[config.mk]
export PLATFORM = sky130hd
export DESIGN_NAME = bsr_divider
export DESIGN_NICKNAME = d
export VERILOG_FILES = /design/src/bsr_pkg.sv /design/src/bsr_divider.sv
export SDC_FILE = /design/constraint.sdc
export NUM_CORES = 1
export LEC_CHECK = 0
export ABC_AREA = 0
export BUFFER_PORTS_ARGS = -buffer_cell sky130_fd_sc_hd__buf_2
export CAP_MARGIN = 20
export CORE_ASPECT_RATIO = 1.4
export CORE_MARGIN = 10
export CORE_UTILIZATION = 56
export CTS_BUF_LIST = sky130_fd_sc_hd__clkbuf_8
export DETAILED_ROUTE_END_ITERATION = 16
export PLACE_DENSITY = 0.87
export SYNTH_ARGS = -nofsm -noshare
export SYNTH_HDL_FRONTEND = slang
export SYNTH_SLANG_ARGS = --single-unit
[constraint.sdc]
create_clock -name i_clk -period 4.1 [get_ports i_clk]
set_clock_uncertainty 0.15 [all_clocks]
set_input_delay 0.41 -clock i_clk [delete_from_list [all_inputs] [get_ports i_clk]]
set_output_delay 0.41 -clock i_clk [all_outputs]
set_load 0.01 [all_outputs]
[src/bsr_pkg.sv]
package bsr_pkg;

    // Field widths of the request and result channels.
    localparam int CMD_W      = 2;
    localparam int ADDR_W     = 13;
    localparam int DATA_W     = 14;
    localparam int DOF_W      = 13;
    localparam int IDX_W      = 19;
    localparam int STAT_W     = 2;
    localparam int COLV_W     = 10;

    // Configuration register widths.
    localparam int BS_W       = 4;
    localparam int NROW_W     = 11;
    localparam int CFG_IDX_W  = 2;
    localparam int CFG_DATA_W = 14;

    // Largest block edge honoured by the lookup.
    localparam int MAX_BLOCK  = 8;

    localparam logic [CMD_W-1:0] CMD_LOOKUP   = 2'd0;
    localparam logic [CMD_W-1:0] CMD_WR_START = 2'd1;
    localparam logic [CMD_W-1:0] CMD_WR_COL   = 2'd2;
    localparam logic [CMD_W-1:0] CMD_WR_COUNT = 2'd3;

    localparam logic [STAT_W-1:0] ST_FOUND = 2'd0;
    localparam logic [STAT_W-1:0] ST_MISS  = 2'd1;
    localparam logic [STAT_W-1:0] ST_WRITE = 2'd2;

    localparam logic [CFG_IDX_W-1:0] CFG_BLOCK_SIZE  = 2'd0;
    localparam logic [CFG_IDX_W-1:0] CFG_BLOCK_ROWS  = 2'd1;
    localparam logic [CFG_IDX_W-1:0] CFG_ENTRY_COUNT = 2'd2;
    localparam logic [CFG_IDX_W-1:0] CFG_LAYOUT      = 2'd3;

    // Write strobes into the three structure tables.
    typedef struct packed {
        logic start_we;
        logic col_we;
        logic count_we;
    } t_tbl_wr;

endpackage

[src/bsr_divider.sv]
module bsr_divider (
    input  logic                         i_clk,
    input  logic                         i_rst_n,
    input  logic                         i_start,
    input  logic [bsr_pkg::BS_W-1:0]     i_divisor,
    input  logic [bsr_pkg::DOF_W-1:0]    i_row,
    input  logic [bsr_pkg::DOF_W-1:0]    i_col,
    output logic                         o_done,
    output logic [bsr_pkg::DOF_W-1:0]    o_row_quot,
    output logic [bsr_pkg::BS_W-1:0]     o_row_rem,
    output logic [bsr_pkg::DOF_W-1:0]    o_col_quot,
    output logic [bsr_pkg::BS_W-1:0]     o_col_rem
);

    localparam int DW    = bsr_pkg::DOF_W;
    localparam int BW    = bsr_pkg::BS_W;
    localparam int CNT_W = $clog2(DW + 1);

    logic             r_busy;
    logic             r_done;
    logic [CNT_W-1:0] r_cnt;
    logic [DW-1:0]    r_rq;
    logic [DW-1:0]    r_cq;
    logic [BW-1:0]    r_rr;
    logic [BW-1:0]    r_cr;
    logic [BW-1:0]    r_div;

    logic [BW:0]      row_trial;
    logic [BW:0]      col_trial;
    logic             row_ge;
    logic             col_ge;
    logic [BW-1:0]    n_rr;
    logic [BW-1:0]    n_cr;

    // Restoring division, one quotient bit per cycle for row and column together.
    always_comb begin
        row_trial = {r_rr, r_rq[DW-1]};
        col_trial = {r_cr, r_cq[DW-1]};
        row_ge    = (row_trial >= {1'b0, r_div});
        col_ge    = (col_trial >= {1'b0, r_div});
        n_rr      = row_ge ? BW'(row_trial - {1'b0, r_div}) : BW'(row_trial);
        n_cr      = col_ge ? BW'(col_trial - {1'b0, r_div}) : BW'(col_trial);
    end

    always_ff @(posedge i_clk) begin
        if (!i_rst_n) begin
            r_busy <= 1'b0;
            r_done <= 1'b0;
            r_cnt  <= '0;
        end else begin
            r_done <= 1'b0;
            if (i_start) begin
                r_busy <= 1'b1;
                r_cnt  <= '0;
            end else if (r_busy) begin
                r_cnt <= r_cnt + CNT_W'(1);
                if (r_cnt == CNT_W'(DW - 1)) begin
                    r_busy <= 1'b0;
                    r_done <= 1'b1;
                end
            end
        end
    end

    always_ff @(posedge i_clk) begin
        if (i_start) begin
            r_rq  <= i_row;
            r_cq  <= i_col;
            r_rr  <= '0;
            r_cr  <= '0;
            r_div <= i_divisor;
        end else if (r_busy) begin
            r_rq <= {r_rq[DW-2:0], row_ge};
            r_cq <= {r_cq[DW-2:0], col_ge};
            r_rr <= n_rr;
            r_cr <= n_cr;
        end
    end

    assign o_done     = r_done;
    assign o_row_quot = r_rq;
    assign o_row_rem  = r_rr;
    assign o_col_quot = r_cq;
    assign o_col_rem  = r_cr;

endmodule

# Yosys cells after proc, flatten, opt, wreduce, memory -nomap -nowiden
# Cells that the tools add are included.
[word_totals]
regBits = 44
in_bits = 33
out_inout_bits = 35
wordCells = 29
[classes]
add_sub_neg = 3
n_lt_le_gt_ge = 2
eq_ne = 1
mux = 10
bitwise_logic = 2
n_reduce_logical = 3
[ops]
columns = ["cell", "n"]
rows = [
  ["two-way mux 13 bit", 4],
  [">= comparator 5 x 4 -> 1 bit", 2],
  ["two-way mux 4 bit", 2],
  ["subtractor 4 bit", 2],
  ["adder 4 x 1 -> 4 bit (second input constant)", 1],
  ["== test 4 bit (second input constant)", 1],
  ["two-way mux 1 bit", 4],
  ["OR reduction 3 bit", 1],
  ["NOT 1 bit", 2],
  ["nonzero test 2 bit", 1],
  ["OR reduction 2 bit", 1],
]

# Longest topological paths before layout
# Gate-level depths: netlist (run 1).
[depth]
word_depth = 4
mapped_depth = 6
mapped_depth_nobuf = 6

# Worst setup path after synthesis (run 1)
# OpenSTA, ideal clock, no wires.
[synth_path]
path_type = "flip-flop to flip-flop"
start = "register r_div[1]"
end = "register r_rq[0], in the netlist o_row_quot[0], data pin"
setup_time_ps = 260
arrival_ps = 1650
t_required_ps = 3690
path_slack_ps = 2040
stages_incl_launch_ff = 7
n_path_buf = 0
synth_period_minus_slack_ps = 2060
cell_sequence = "edfxtp_1 > inv_1 > ha_1 > nor2b_4 > o31a_4 > or2_4 > mux2_2"
[synth_via]
elab_chain_len = 3
[synth_rtl]
columns = ["element", "line_no", "text"]
rows = [
  ["from (decl)", "bsr_divider.sv:26", "logic [BW-1:0] r_div;"],
  ["from (signal assigned)", "bsr_divider.sv:71", "r_div <= i_divisor;"],
  [">= comparator 5 x 4 -> 1 bit", "bsr_divider.sv:39", "row_ge = (row_trial >= {1'b0, r_div});"],
  ["two-way mux 13 bit", "bsr_divider.sv:72", "end else if (r_busy) begin"],
  ["two-way mux 13 bit", "bsr_divider.sv:66", "if (i_start) begin"],
  ["to (signal assigned)", "bsr_divider.sv:67", "r_rq <= i_row;"],
  ["to (signal assigned)", "bsr_divider.sv:73", "r_rq <= {r_rq[DW-2:0], row_ge};"],
  ["to (decl)", "bsr_divider.sv:22", "logic [DW-1:0] r_rq;"],
]
# Every way passes these cells. The select of a mux whose other input is x is not followed.
# A chain may end at the register's enable or synchronous reset.

# Worst setup path in the final report (run 1)
[layout_path]
start = "register r_div[1]"
end = "register r_cq[0], in the netlist o_col_quot[0], data pin"
[layout_via]
elab_chain_len = 3
[layout_rtl]
columns = ["element", "line_no", "text"]
rows = [
  [">= comparator 5 x 4 -> 1 bit", "bsr_divider.sv:40", "col_ge = (col_trial >= {1'b0, r_div});"],
  ["two-way mux 13 bit", "bsr_divider.sv:72", ""],
  ["two-way mux 13 bit", "bsr_divider.sv:66", ""],
  ["to (signal assigned)", "bsr_divider.sv:68", "r_cq <= i_col;"],
  ["to (signal assigned)", "bsr_divider.sv:74", "r_cq <= {r_cq[DW-2:0], col_ge};"],
  ["to (decl)", "bsr_divider.sv:23", "logic [DW-1:0] r_cq;"],
]
# Every way passes these cells. The select of a mux whose other input is x is not followed.

==> impl_summary.txt, run 1 <==
----------------------------------------------------
[Critical path]
  Worst Path Class, Setup ... flip-flop to flip-flop
  Cell type of the slowest stage on the worst timing path ... edfxtp_1
  Largest fanout on the critical path ... 6
  Kind of cell with the highest combined delay on the critical path ... flip-flops
  Delay contributed by the slowest stage of the critical path ... 0.45 ns
  Worst path required time ... 4.00 ns
  Cells along the critical path ... inv_1, ha_1, nor2b_4, o31a_4, or2_4, mux2_2
  CP bufs+invs ... 1
  Critical path data arrival time ... 2.05 ns
  Critical Path End Type ... flip-flop
  Startpoint types ... flip-flop

[Status]
  Outcome ... complete, no violations

[CTS]
  Number of clock sinks ... 44
  Number of post-CTS setup repair buffers ... 0
  Clock latency on the worst-skew pair ... 0.30 ns
  CTS max path bufs ... 2
  Total number of H-tree levels ... 2
  Inserted Clock Buffers ... 5
  Hold-fix buffers at CTS ... 0
  TritonCTS clock tree ... done
  Post_cts resized ... 0
  Clock transition at the register clock pins on the worst setup and hold paths after CTS ... 0.08 ns
  Clock Tree Root ... clkbuf_8

[Floorplan]
  Core Box Area ... 0.00368 mm²
  Effective utilization at floorplan ... 0.582
  Horiz. Die Dim ... 72.3 µm
  Die area ... 0.00673 mm²
  Number of placed I/O pins ... 68
  Total number of placement rows ... 26
  Height of the die ... 93.2 µm

[Power]
  Sequential power share ... 0.491
  Maximum ir drop on the vdd rail ... 0.366 mV
  Portion of total power attributed to the clock network ... 0.302
  Power density cells ... 431 mW/mm²
  Internal power consumption ... 0.839 mW
  Post-route total power ... 1.14 mW
  Net switching power figure ... 0.296 mW
  Switching part of the total power ... 0.261
  Share of power burned in combinational logic ... 0.207
  Leakage dissipation ... 1.15 nW

[Synthesis]
  Syn_nets ... 208
  Number of synthesized register bits ... 44
  Number of warnings printed during yosys synthesis ... 0
  Number of distinct library cell variants in the gate-level netlist after synthesis ... 31
  Sequential-to-total area share from yosys stat ... 0.552
  Average footprint of a synthesized cell ... 13.1 µm²
  Number of instances in the synthesized netlist ... 163
  Area of the mapped netlist ... 0.00214 mm²

[Cells and area]
  Commonest non-fill, non-tap cell in the layout ... buf_2
  Inserted Diodes ... 0
  Post-Route Utilization ... 0.717
  Most used cells in the layout excluding fill and tap cells ... 67 x buf_2, 30 x edfxtp_1, 26 x mux2_2
  Synthesis-to-layout area growth ... 23.1%
  Nets ... 279
  Share of cells above drive strength 1 ... 0.455

[GRT]
  GRT Residual Overflow ... 0
  Routing usage on met2 ... 0.224
  Largest net degree at the start of global routing ... 38
  Met1 Resource Use GR ... 0.171
  Vias in the first global route ... 1653
  GRT Max-Usage Layer ... met2
  Antenna violations before repair ... 0
  Global-route total usage across every layer ... 0.144
  Grt met3 use ... 0.0550
  First-pass GRT wire length ... 7.77 mm

[Timing]
  Minimum clock period ... 2.16 ns
  Final hold viol count ... 0
  Worst-case headroom to the max-slew limit ... 0.353
  Worst hold slack across all endpoints ... 0.131 ns
  Total count of max-transition violations in the final report ... 0
  Unrepaired setup endpoints after global routing ... false
  Slew @ Worst Pin ... 0.969 ns
  Maximum clock frequency ... 0.464 GHz
  Final setup violation count ... 0
  Final cycle utilization of the critical path ... 0.526
  Final worst-path setup slack ... 1.94 ns
  Setup TNS after final layout ... 0 ns

[Drt]
  Routed wirelength normalized by instance count ... 17.4 µm
  Total number of vias ... 1519
  Residual antenna-violating net count after detailed routing ... 0
  Average via count per standard cell ... 5.48
  Number of violations reported at the end of detailed-routing iteration 0 ... 68
  Number of iterations in the first detailed-routing pass ... 4
  Aggregate routed wire length ... 4.83 mm
  Post-route DRC ... 0

[Placement]
  Setup slack at placement ... 1.70 ns
  Final HPWL DP ... 3.67 mm
  Global placer's final weighted congestion ... 0.834
  Count of input and output buffers ... 67

[Worst hold path]
  Class of the most critical hold timing path ... input pin to flip-flop

[Run]
  Reported max-cap violation count ... 0

----------------------------------------------------
-- sequential cells by signal, indices dropped and copies added, names as in the netlist --
| signal | flops |
|---|---|
| o_row_quot | 13 |
| o_col_quot | 13 |
| r_busy | 1 |
| r_cnt | 4 |
| o_done | 1 |
| o_col_rem | 4 |
| o_row_rem | 4 |
| r_div | 4 |
-- final cells by class --
type                    instances  area, µm²
multi-input cells             104        901
clock inverters                 2       33.8
inverters                      11       41.3
clock buffers                   6       82.6
flip-flops and latches         44       1180
repair buffers                 68        343
fillers                       258       1040
well taps                      42       52.6
-- Yosys cell counts (all sizes together) --
cell type,count,area (µm²)
mux2i,1,10.0
nor4b,2,17.5
nand4,3,18.8
nor4,2,12.5
nor2,9,33.8
nor3,5,25.0
fa,2,40.0
o21ai,4,20.0
o31a,2,35.0
clkbuf,1,3.75
mux2,26,293
or2,2,17.5
a21oi,1,5.00
xnor2,1,8.76
a221o,2,20.0
ha,10,125
o21a,4,30.0
o21bai,2,15.0
inv,11,41.3
nand2,9,33.8
o31ai,4,30.0
edfxtp,30,901
nand2b,2,12.5
a311oi,2,17.5
dfxtp,14,280
xor2,4,35.0
nor2b,4,40.0
nand3,1,5.00
buf,3,13.8
-- power by group through the flow --
stage	clock [mW]	combinational, mW	sequential, mW
floorplan	0	0.138	0.578
global placement	0	0.231	0.567
detailed placement	0	0.238	0.566
CTS	0.347	0.239	0.558
global route	0.361	0.262	0.564
finish	0.343	0.235	0.558
-- cell families (layout without fill, tap and decap cells) --
logic type               count (synthesis)  in the layout  synth area share
AO/OA/AOI/OAI                           21             21            0.0807
XOR/XNOR                                 5              5            0.0205
adder cells (fa/ha/maj)                 12             12            0.0771
buffers and inverters                   15             87            0.0275
flip-flops                              44             44             0.552
multiplexers                            27             27             0.141
AND/OR/NAND/NOR                         39             39             0.101
-- final timing paths --
check                              end                       from  cells after the start  slack, ns
max            o_col_quot[0]$_DFFE_PP_         r_div[1]$_DFFE_PP_                      6       1.94
min                 r_div[1]$_DFFE_PP_               i_divisor[1]                      1       0.13
max reg2reg    o_col_quot[0]$_DFFE_PP_         r_div[1]$_DFFE_PP_                      6       1.94
min reg2reg  o_row_rem[3]$_SDFFE_PP0P_  o_row_rem[3]$_SDFFE_PP0P_                      2       0.35
-- worst reg2reg max path: stages, from the launching register on --
cell	delay, ns
edfxtp_1	0.45
inv_1	0.12
ha_1	0.24
nor2b_4	0.13
o31a_4	0.30
or2_4	0.25
mux2_2	0.26
-- per-layer routing --
layer / vias up / share of wire
met3: 5 / 0.095
met5: - / 0
met1: 709 / 0.42
met4: 0 / 0.015
met2: 59 / 0.47
li1: 746 / -
-- stage by stage --
stage,cells,cell area [µm²]
floorplan,163,2140
global placement,269,2520
detailed placement,269,2520
CTS,277,2640
global route,277,2640
finish,277,2640
No activity file was read; power rests on OpenSTA's default activity.
==> run 2: changes to the inputs <==
--- a/config.mk
+++ b/config.mk
@@ -10,10 +10,10 @@
 export CAP_MARGIN = 20
 export CORE_ASPECT_RATIO = 1.4
 export CORE_MARGIN = 10
-export CORE_UTILIZATION = 56
+export CORE_UTILIZATION = 52
 export CTS_BUF_LIST = sky130_fd_sc_hd__clkbuf_8
 export DETAILED_ROUTE_END_ITERATION = 16
-export PLACE_DENSITY = 0.87
+export PLACE_DENSITY = 0.81
 export SYNTH_ARGS = -nofsm -noshare
 export SYNTH_HDL_FRONTEND = slang
 export SYNTH_SLANG_ARGS = --single-unit
==> constraint.sdc (replaced) <==
create_clock -name i_clk -period 2.1 [get_ports i_clk]
set_clock_uncertainty 0.15 [all_clocks]
set_input_delay 0.21 -clock i_clk [delete_from_list [all_inputs] [get_ports i_clk]]
set_output_delay 0.21 -clock i_clk [all_outputs]
set_load 0.01 [all_outputs]
==> run 2 against run 1 <==
Compared with the run above: clock power rose by 85%; register-to-register slack got worse by 1.9 ns; worst setup slack got worse by 1.9 ns; design area rose by 4.7%; sequential share of layout area fell by 2.0 points; utilization fell by 1.9 points; final cell count rose by 5.4%; global-route usage rose by 0.31 points; fmax rose by 4.5%; combinational power rose by 120%; wire length rose by 1.9%; highest routed layer unchanged.
==> impl_summary.txt, run 2 (same netlist as run 1, synthesis figures left out) <==
----------------------------------------------------
[Drt]
  Post-route DRC ... 0 (unchanged)
  Residual antenna-violating net count after detailed routing ... 0 (unchanged)
  Routed wirelength normalized by instance count ... 16.9 µm (was 17.4 µm)
  Total number of vias ... 1581 (was 1519)
  Aggregate routed wire length ... 4.92 mm (was 4.83 mm)
  Number of iterations in the first detailed-routing pass ... 4 (unchanged)
  Number of violations reported at the end of detailed-routing iteration 0 ... 84 (was 68)
  Average via count per standard cell ... 5.41 (was 5.48)

[Critical path]
  Critical path data arrival time ... 1.97 ns (was 2.05 ns)
  Worst-case reg-to-reg path depth ... 6 (unchanged)
  Largest fanout on the critical path ... 6 (unchanged)
  Worst Path Class, Setup ... flip-flop to flip-flop (unchanged)
  Worst path required time ... 2.00 ns (was 4.00 ns)
  Startpoint types ... flip-flop (unchanged)
  Critical Path End Type ... flip-flop (unchanged)

[Timing]
  Worst-case headroom to the max-slew limit ... 0.655 (was 0.353)
  Final hold viol count ... 0 (unchanged)
  Unrepaired setup endpoints after global routing ... false (unchanged)
  Final worst-path setup slack ... 0.0375 ns (was 1.94 ns)
  Maximum clock frequency ... 0.485 GHz (was 0.464 GHz)
  Final setup violation count ... 0 (unchanged)
  Minimum clock period ... 2.06 ns (was 2.16 ns)
  Total count of max-transition violations in the final report ... 0 (unchanged)
  Setup TNS after final layout ... 0 ns (unchanged)
  Slew @ Worst Pin ... 0.517 ns (was 0.969 ns)
  Final cycle utilization of the critical path ... 0.982 (was 0.526)

[Cells and area]
  Synthesis-to-layout area growth ... 28.8% (was 23.1%)
  Nets ... 293 (was 279)
  Most used cells in the layout excluding fill and tap cells ... 67 x buf_2, 30 x edfxtp_1, 26 x mux2_2 (unchanged)
  Post-route cell area ... 0.00276 mm² (was 0.00264 mm²)
  Commonest non-fill, non-tap cell in the layout ... buf_2 (unchanged)
  Share of cells above drive strength 1 ... 0.466 (was 0.455)
  Total of fill cells in the finished design ... 288 (was 258)
  Inserted Diodes ... 0 (unchanged)
  Finished Layout Cells ... 292 (was 277)

[Power]
  Power density cells ... 807 mW/mm² (was 431 mW/mm²)
  Post-route total power ... 2.22 mW (was 1.14 mW)
  Maximum ir drop on the vdd rail ... 0.741 mV (was 0.366 mV)
  Leakage dissipation ... 1.22 nW (was 1.15 nW)

[GRT]
  Antenna violations before repair ... 0 (unchanged)
  Vias in the first global route ... 1746 (was 1653)
  First-pass GRT wire length ... 8.25 mm (was 7.77 mm)
  Largest net degree at the start of global routing ... 26 (was 38)
  Global-route total usage across every layer ... 0.147 (was 0.144)
  GRT Residual Overflow ... 0 (unchanged)

[Placement]
  Count of input and output buffers ... 67 (unchanged)
  Total cell area at the placement stage ... 0.00260 mm² (was 0.00252 mm²)
  Cells after DPL ... 279 (was 269)
  Final HPWL DP ... 3.73 mm (was 3.67 mm)
  Setup slack at placement ... 0.0476 ns (was 1.70 ns)
  Global placer's final weighted congestion ... 0.873 (was 0.834)

[CTS]
  Clock transition at the register clock pins on the worst setup and hold paths after CTS ... 0.08 ns (about the same)
  Inserted Clock Buffers ... 5 (unchanged)
  CTS max path bufs ... 2 (unchanged)
  Clock Tree Root ... clkbuf_8 (unchanged)
  Post_cts resized ... 0 (unchanged)
  Number of clock sinks ... 44 (unchanged)
  Total number of H-tree levels ... 2 (unchanged)
  Clock latency on the worst-skew pair ... 0.29 ns (was 0.30 ns)
  TritonCTS clock tree ... done (unchanged)

[Worst hold path]
  Depth of the worst hold-timing path ... 2 (was 1)
  Class of the most critical hold timing path ... input pin to flip-flop (unchanged)

[Floorplan]
  Effective utilization at floorplan ... 0.542 (was 0.582)
  Number of placed I/O pins ... 68 (unchanged)
  Core Box Area ... 0.00395 mm² (was 0.00368 mm²)
  Horiz. Die Dim ... 74.2 µm (was 72.3 µm)
  Total number of placement rows ... 27 (was 26)
  Height of the die ... 95.9 µm (was 93.2 µm)
  Die area ... 0.00712 mm² (was 0.00673 mm²)

[Status]
  Outcome ... complete, no violations (unchanged)

[Run]
  Reported max-cap violation count ... 0 (unchanged)

----------------------------------------------------
==> run 2: critical path, cell delays in order (launching register included) <==
cell and delay, ns:
edfxtp_1 0.39, inv_1 0.10, ha_1 0.24, nor2b_4 0.14, o31a_4 0.30, or2_4 0.24, mux2_2 0.26
==> run 2: power breakdown <==
| group | switching (mW) | total, mW | internal (mW) |
|---|---|---|---|
| Combinational | 0.248 | 0.509 | 0.261 |
| Sequential | 0.0531 | 1.08 | 1.03 |
| Clock | 0.288 | 0.636 | 0.348 |
| Total | 0.589 | 2.22 | 1.64 |
==> run 2: through the flow <==
stage / utilization / hold slack (ns)
after detailed placement: 0.658 / 0.246
after floorplan: - / 0.159
after global placement: 0.658 / 0.238
final: 0.698 / 0.0624
after CTS: 0.698 / 0.0521
after global routing: 0.698 / 0.0510
==> run 2: layer usage <==
metal	track usage	vias up	wire, µm
li1	-	777	-
met5	0	-	0
met1	0.166	736	2000
met4	0.0550	0	65
met3	0.0721	5	555
met2	0.234	63	2300
==> run 2: repair_timing <==
action | CTS | global route
setup buffers | 0 | 0
endpoints found under the hold margin | 5 | 0
hold buffers | 5 | 0
==> run 2: path summary, 6_finish.rpt <==
check / start / to / slack [ns]
worst max-delay path: r_div[1]$_DFFE_PP_ / o_col_quot[0]$_DFFE_PP_ / 0.04
worst min-delay path: i_row[0] / o_row_quot[0]$_DFFE_PP_ / 0.06
worst max register to register: r_div[1]$_DFFE_PP_ / o_col_quot[0]$_DFFE_PP_ / 0.04
worst min register to register: o_col_rem[3]$_SDFFE_PP0P_ / o_col_rem[3]$_SDFFE_PP0P_ / 0.33
==> run 2: area by class of cell <==
cell class	instances	area, µm²	area share
Sequential cell	44	1180	0.428
Tap cell	43	53.8	0.0195
Multi-Input combinational cell	104	901	0.327
Clock buffer	5	68.8	0.0250
Clock inverter	3	38.8	0.0141
Timing Repair Buffer	82	473	0.172
Inverter	11	41.3	0.0150
==> run 3: changes to the inputs <==
--- a/config.mk
+++ b/config.mk
@@ -14,6 +14,7 @@
 export CTS_BUF_LIST = sky130_fd_sc_hd__clkbuf_8
 export DETAILED_ROUTE_END_ITERATION = 16
 export PLACE_DENSITY = 0.81
+export RECOVER_POWER = 25
 export SYNTH_ARGS = -nofsm -noshare
 export SYNTH_HDL_FRONTEND = slang
 export SYNTH_SLANG_ARGS = --single-unit
==> run 3 against run 2 <==
Compared with the run above: via count unchanged; non-clock buffer count unchanged; total power down 0.11%; first-iteration DRC count down 1.2%; register-to-register slack about the same; highest routed layer unchanged.
==> impl_summary.txt, run 3 (same netlist as run 1, synthesis figures left out) <==
----------------------------------------------------
[Timing]
  Final setup violation count ... 0 (unchanged)
  Final cycle utilization of the critical path ... 0.982 (about the same)
  Worst hold slack across all endpoints ... 0.0622 ns (was 0.0624 ns)
  Final worst-path setup slack ... 0.0375 ns (about the same)
  Slew @ Worst Pin ... 0.517 ns (about the same)
  Setup TNS after final layout ... 0 ns (unchanged)
  Final hold viol count ... 0 (unchanged)
  Total count of max-transition violations in the final report ... 0 (unchanged)
  Maximum clock frequency ... 0.485 GHz (unchanged)
  Minimum clock period ... 2.06 ns (about the same)
  Unrepaired setup endpoints after global routing ... false (unchanged)
  Worst-case headroom to the max-slew limit ... 0.655 (about the same)

[Critical path]
  Startpoint types ... flip-flop (unchanged)
  Worst-case register-to-register setup slack ... 0.04 ns (about the same)
  Worst r2r src ... r_div[1]$_DFFE_PP_ (unchanged)
  Worst path required time ... 2.00 ns (about the same)
  Worst setup path startpoint ... r_div[1]$_DFFE_PP_ (unchanged)
  Largest fanout on the critical path ... 6 (unchanged)
  Critical path data arrival time ... 1.97 ns (about the same)
  Worst Path Class, Setup ... flip-flop to flip-flop (unchanged)
  Critical Path End Type ... flip-flop (unchanged)

[Cells and area]
  Most used cells in the layout excluding fill and tap cells ... 59 x buf_2, 30 x edfxtp_1, 26 x mux2_2 (was 67 x buf_2, 30 x edfxtp_1, 26 x mux2_2)
  Register cell area after layout ... 0.00118 mm² (unchanged)
  Total of fill cells in the finished design ... 293 (was 288)
  Commonest non-fill, non-tap cell in the layout ... buf_2 (unchanged)
  Nets ... 293 (unchanged)
  Combined area of the multi-input logic cells ... 901 µm² (unchanged)
  Synthesis-to-layout area growth ... 28.3% (was 28.8%)
  Post-Route Utilization ... 0.695 (was 0.698)
  Finished Layout Cells ... 292 (unchanged)
  Inserted Diodes ... 0 (unchanged)
  Share of cells above drive strength 1 ... 0.434 (was 0.466)

[CTS]
  Number of clock sinks ... 44 (unchanged)
  CTS max path bufs ... 2 (unchanged)
  Total number of H-tree levels ... 2 (unchanged)
  Clock latency on the worst-skew pair ... 0.29 ns (about the same)
  TritonCTS clock tree ... done (unchanged)
  Clock Tree Root ... clkbuf_8 (unchanged)
  Number of post-CTS setup repair buffers ... 0 (unchanged)
  Inserted Clock Buffers ... 5 (unchanged)
  Clock transition at the register clock pins on the worst setup and hold paths after CTS ... 0.08 ns (about the same)

[GRT]
  Antenna violations before repair ... 0 (unchanged)
  GRT Residual Overflow ... 0 (unchanged)
  First-pass GRT wire length ... 8.25 mm (unchanged)
  Largest net degree at the start of global routing ... 26 (unchanged)
  Global-route total usage across every layer ... 0.147 (unchanged)
  Vias in the first global route ... 1746 (unchanged)

[Placement]
  Count of input and output buffers ... 67 (unchanged)
  Global placer's final weighted congestion ... 0.873 (unchanged)
  Final HPWL DP ... 3.73 mm (unchanged)
  Setup slack at placement ... 0.0476 ns (unchanged)
  Cells after DPL ... 279 (unchanged)

[Floorplan]
  Core Box Area ... 0.00395 mm² (unchanged)
  Die area ... 0.00712 mm² (unchanged)
  Height of the die ... 95.9 µm (unchanged)
  Effective utilization at floorplan ... 0.542 (unchanged)
  Horiz. Die Dim ... 74.2 µm (unchanged)
  Total number of placement rows ... 27 (unchanged)
  Number of placed I/O pins ... 68 (unchanged)

[Drt]
  Residual antenna-violating net count after detailed routing ... 0 (unchanged)
  Routed wirelength normalized by instance count ... 16.9 µm (about the same)
  Aggregate routed wire length ... 4.93 mm (was 4.92 mm)
  Post-route DRC ... 0 (unchanged)
  Number of violations reported at the end of detailed-routing iteration 0 ... 83 (was 84)
  Average via count per standard cell ... 5.41 (unchanged)
  Number of iterations in the first detailed-routing pass ... 4 (unchanged)
  Total number of vias ... 1581 (unchanged)

[Run]
  Reported max-cap violation count ... 0 (unchanged)

[Power]
  Maximum ir drop on the vdd rail ... 0.740 mV (was 0.741 mV)
  Leakage dissipation ... 1.19 nW (was 1.22 nW)
  Power density cells ... 809 mW/mm² (was 807 mW/mm²)

[Status]
  Outcome ... complete, no violations (unchanged)

[Worst hold path]
  Class of the most critical hold timing path ... input pin to flip-flop (unchanged)
  Hold path startpoint ... i_row[0] (unchanged)

----------------------------------------------------
-- run 3: cell types whose count changed in the layout (fill, tap and decap cells not counted) --
cell	before	now
buf_2	67	59
clkbuf_1	0	8
-- run 3: layout make-up --
type,count,area share
Sequential cell,44,0.430
Clock inverter,3,0.0141
Multi-Input combinational cell,104,0.328
Timing Repair Buffer,82,0.168
Clock buffer,5,0.0250
Tap cell,43,0.0196
Inverter,11,0.0150
-- run 3: per-layer routing --
metal,vias up,track usage,part of all wire
met5,-,0,0
met4,0,0.0550,0.013
met3,5,0.0721,0.11
met2,65,0.234,0.47
met1,734,0.166,0.41
li1,777,-,-
-- run 3: what timing repair did --
item | 4_1_cts | 5_1_grt
gates resized for setup | 0 | 0
hold endpoints to repair | 5 | 0
hold buffers | 5 | 0
-- run 3: worst max-delay path, cell delays in order (launching register included) --
cell      delay [ns]
edfxtp_1        0.39
inv_1           0.10
ha_1            0.24
nor2b_4         0.14
o31a_4          0.30
or2_4           0.24
mux2_2          0.26
-- run 3: report_power, final --
group / switching, mW / internal [mW] / leakage, nW
sequential: 0.0535 / 1.03 / 0.416
combinational: 0.248 / 0.258 / 0.716
clock: 0.288 / 0.348 / 0.0593
total: 0.589 / 1.63 / 1.19
-- run 3: path summary, 6_finish.rpt --
path,cells after the start,to
setup / recovery,6,o_col_quot[0]$_DFFE_PP_
hold / removal,2,o_row_quot[0]$_DFFE_PP_
setup reg to reg,6,o_col_quot[0]$_DFFE_PP_
hold reg to reg,2,o_col_rem[3]$_SDFFE_PP0P_
-- run 3: per-stage QoR --
| stage | cell area, µm² | total power, mW |
|---|---|---|
| 3_5_place_dp | 2600 | 1.60 |
| 4_1_cts | 2760 | 2.25 |
| 5_1_grt | 2750 | 2.34 |
| 6_report | 2750 | 2.22 |
| 2_1_floorplan | 2140 | 1.40 |
| 3_3_place_gp | 2600 | 1.59 |
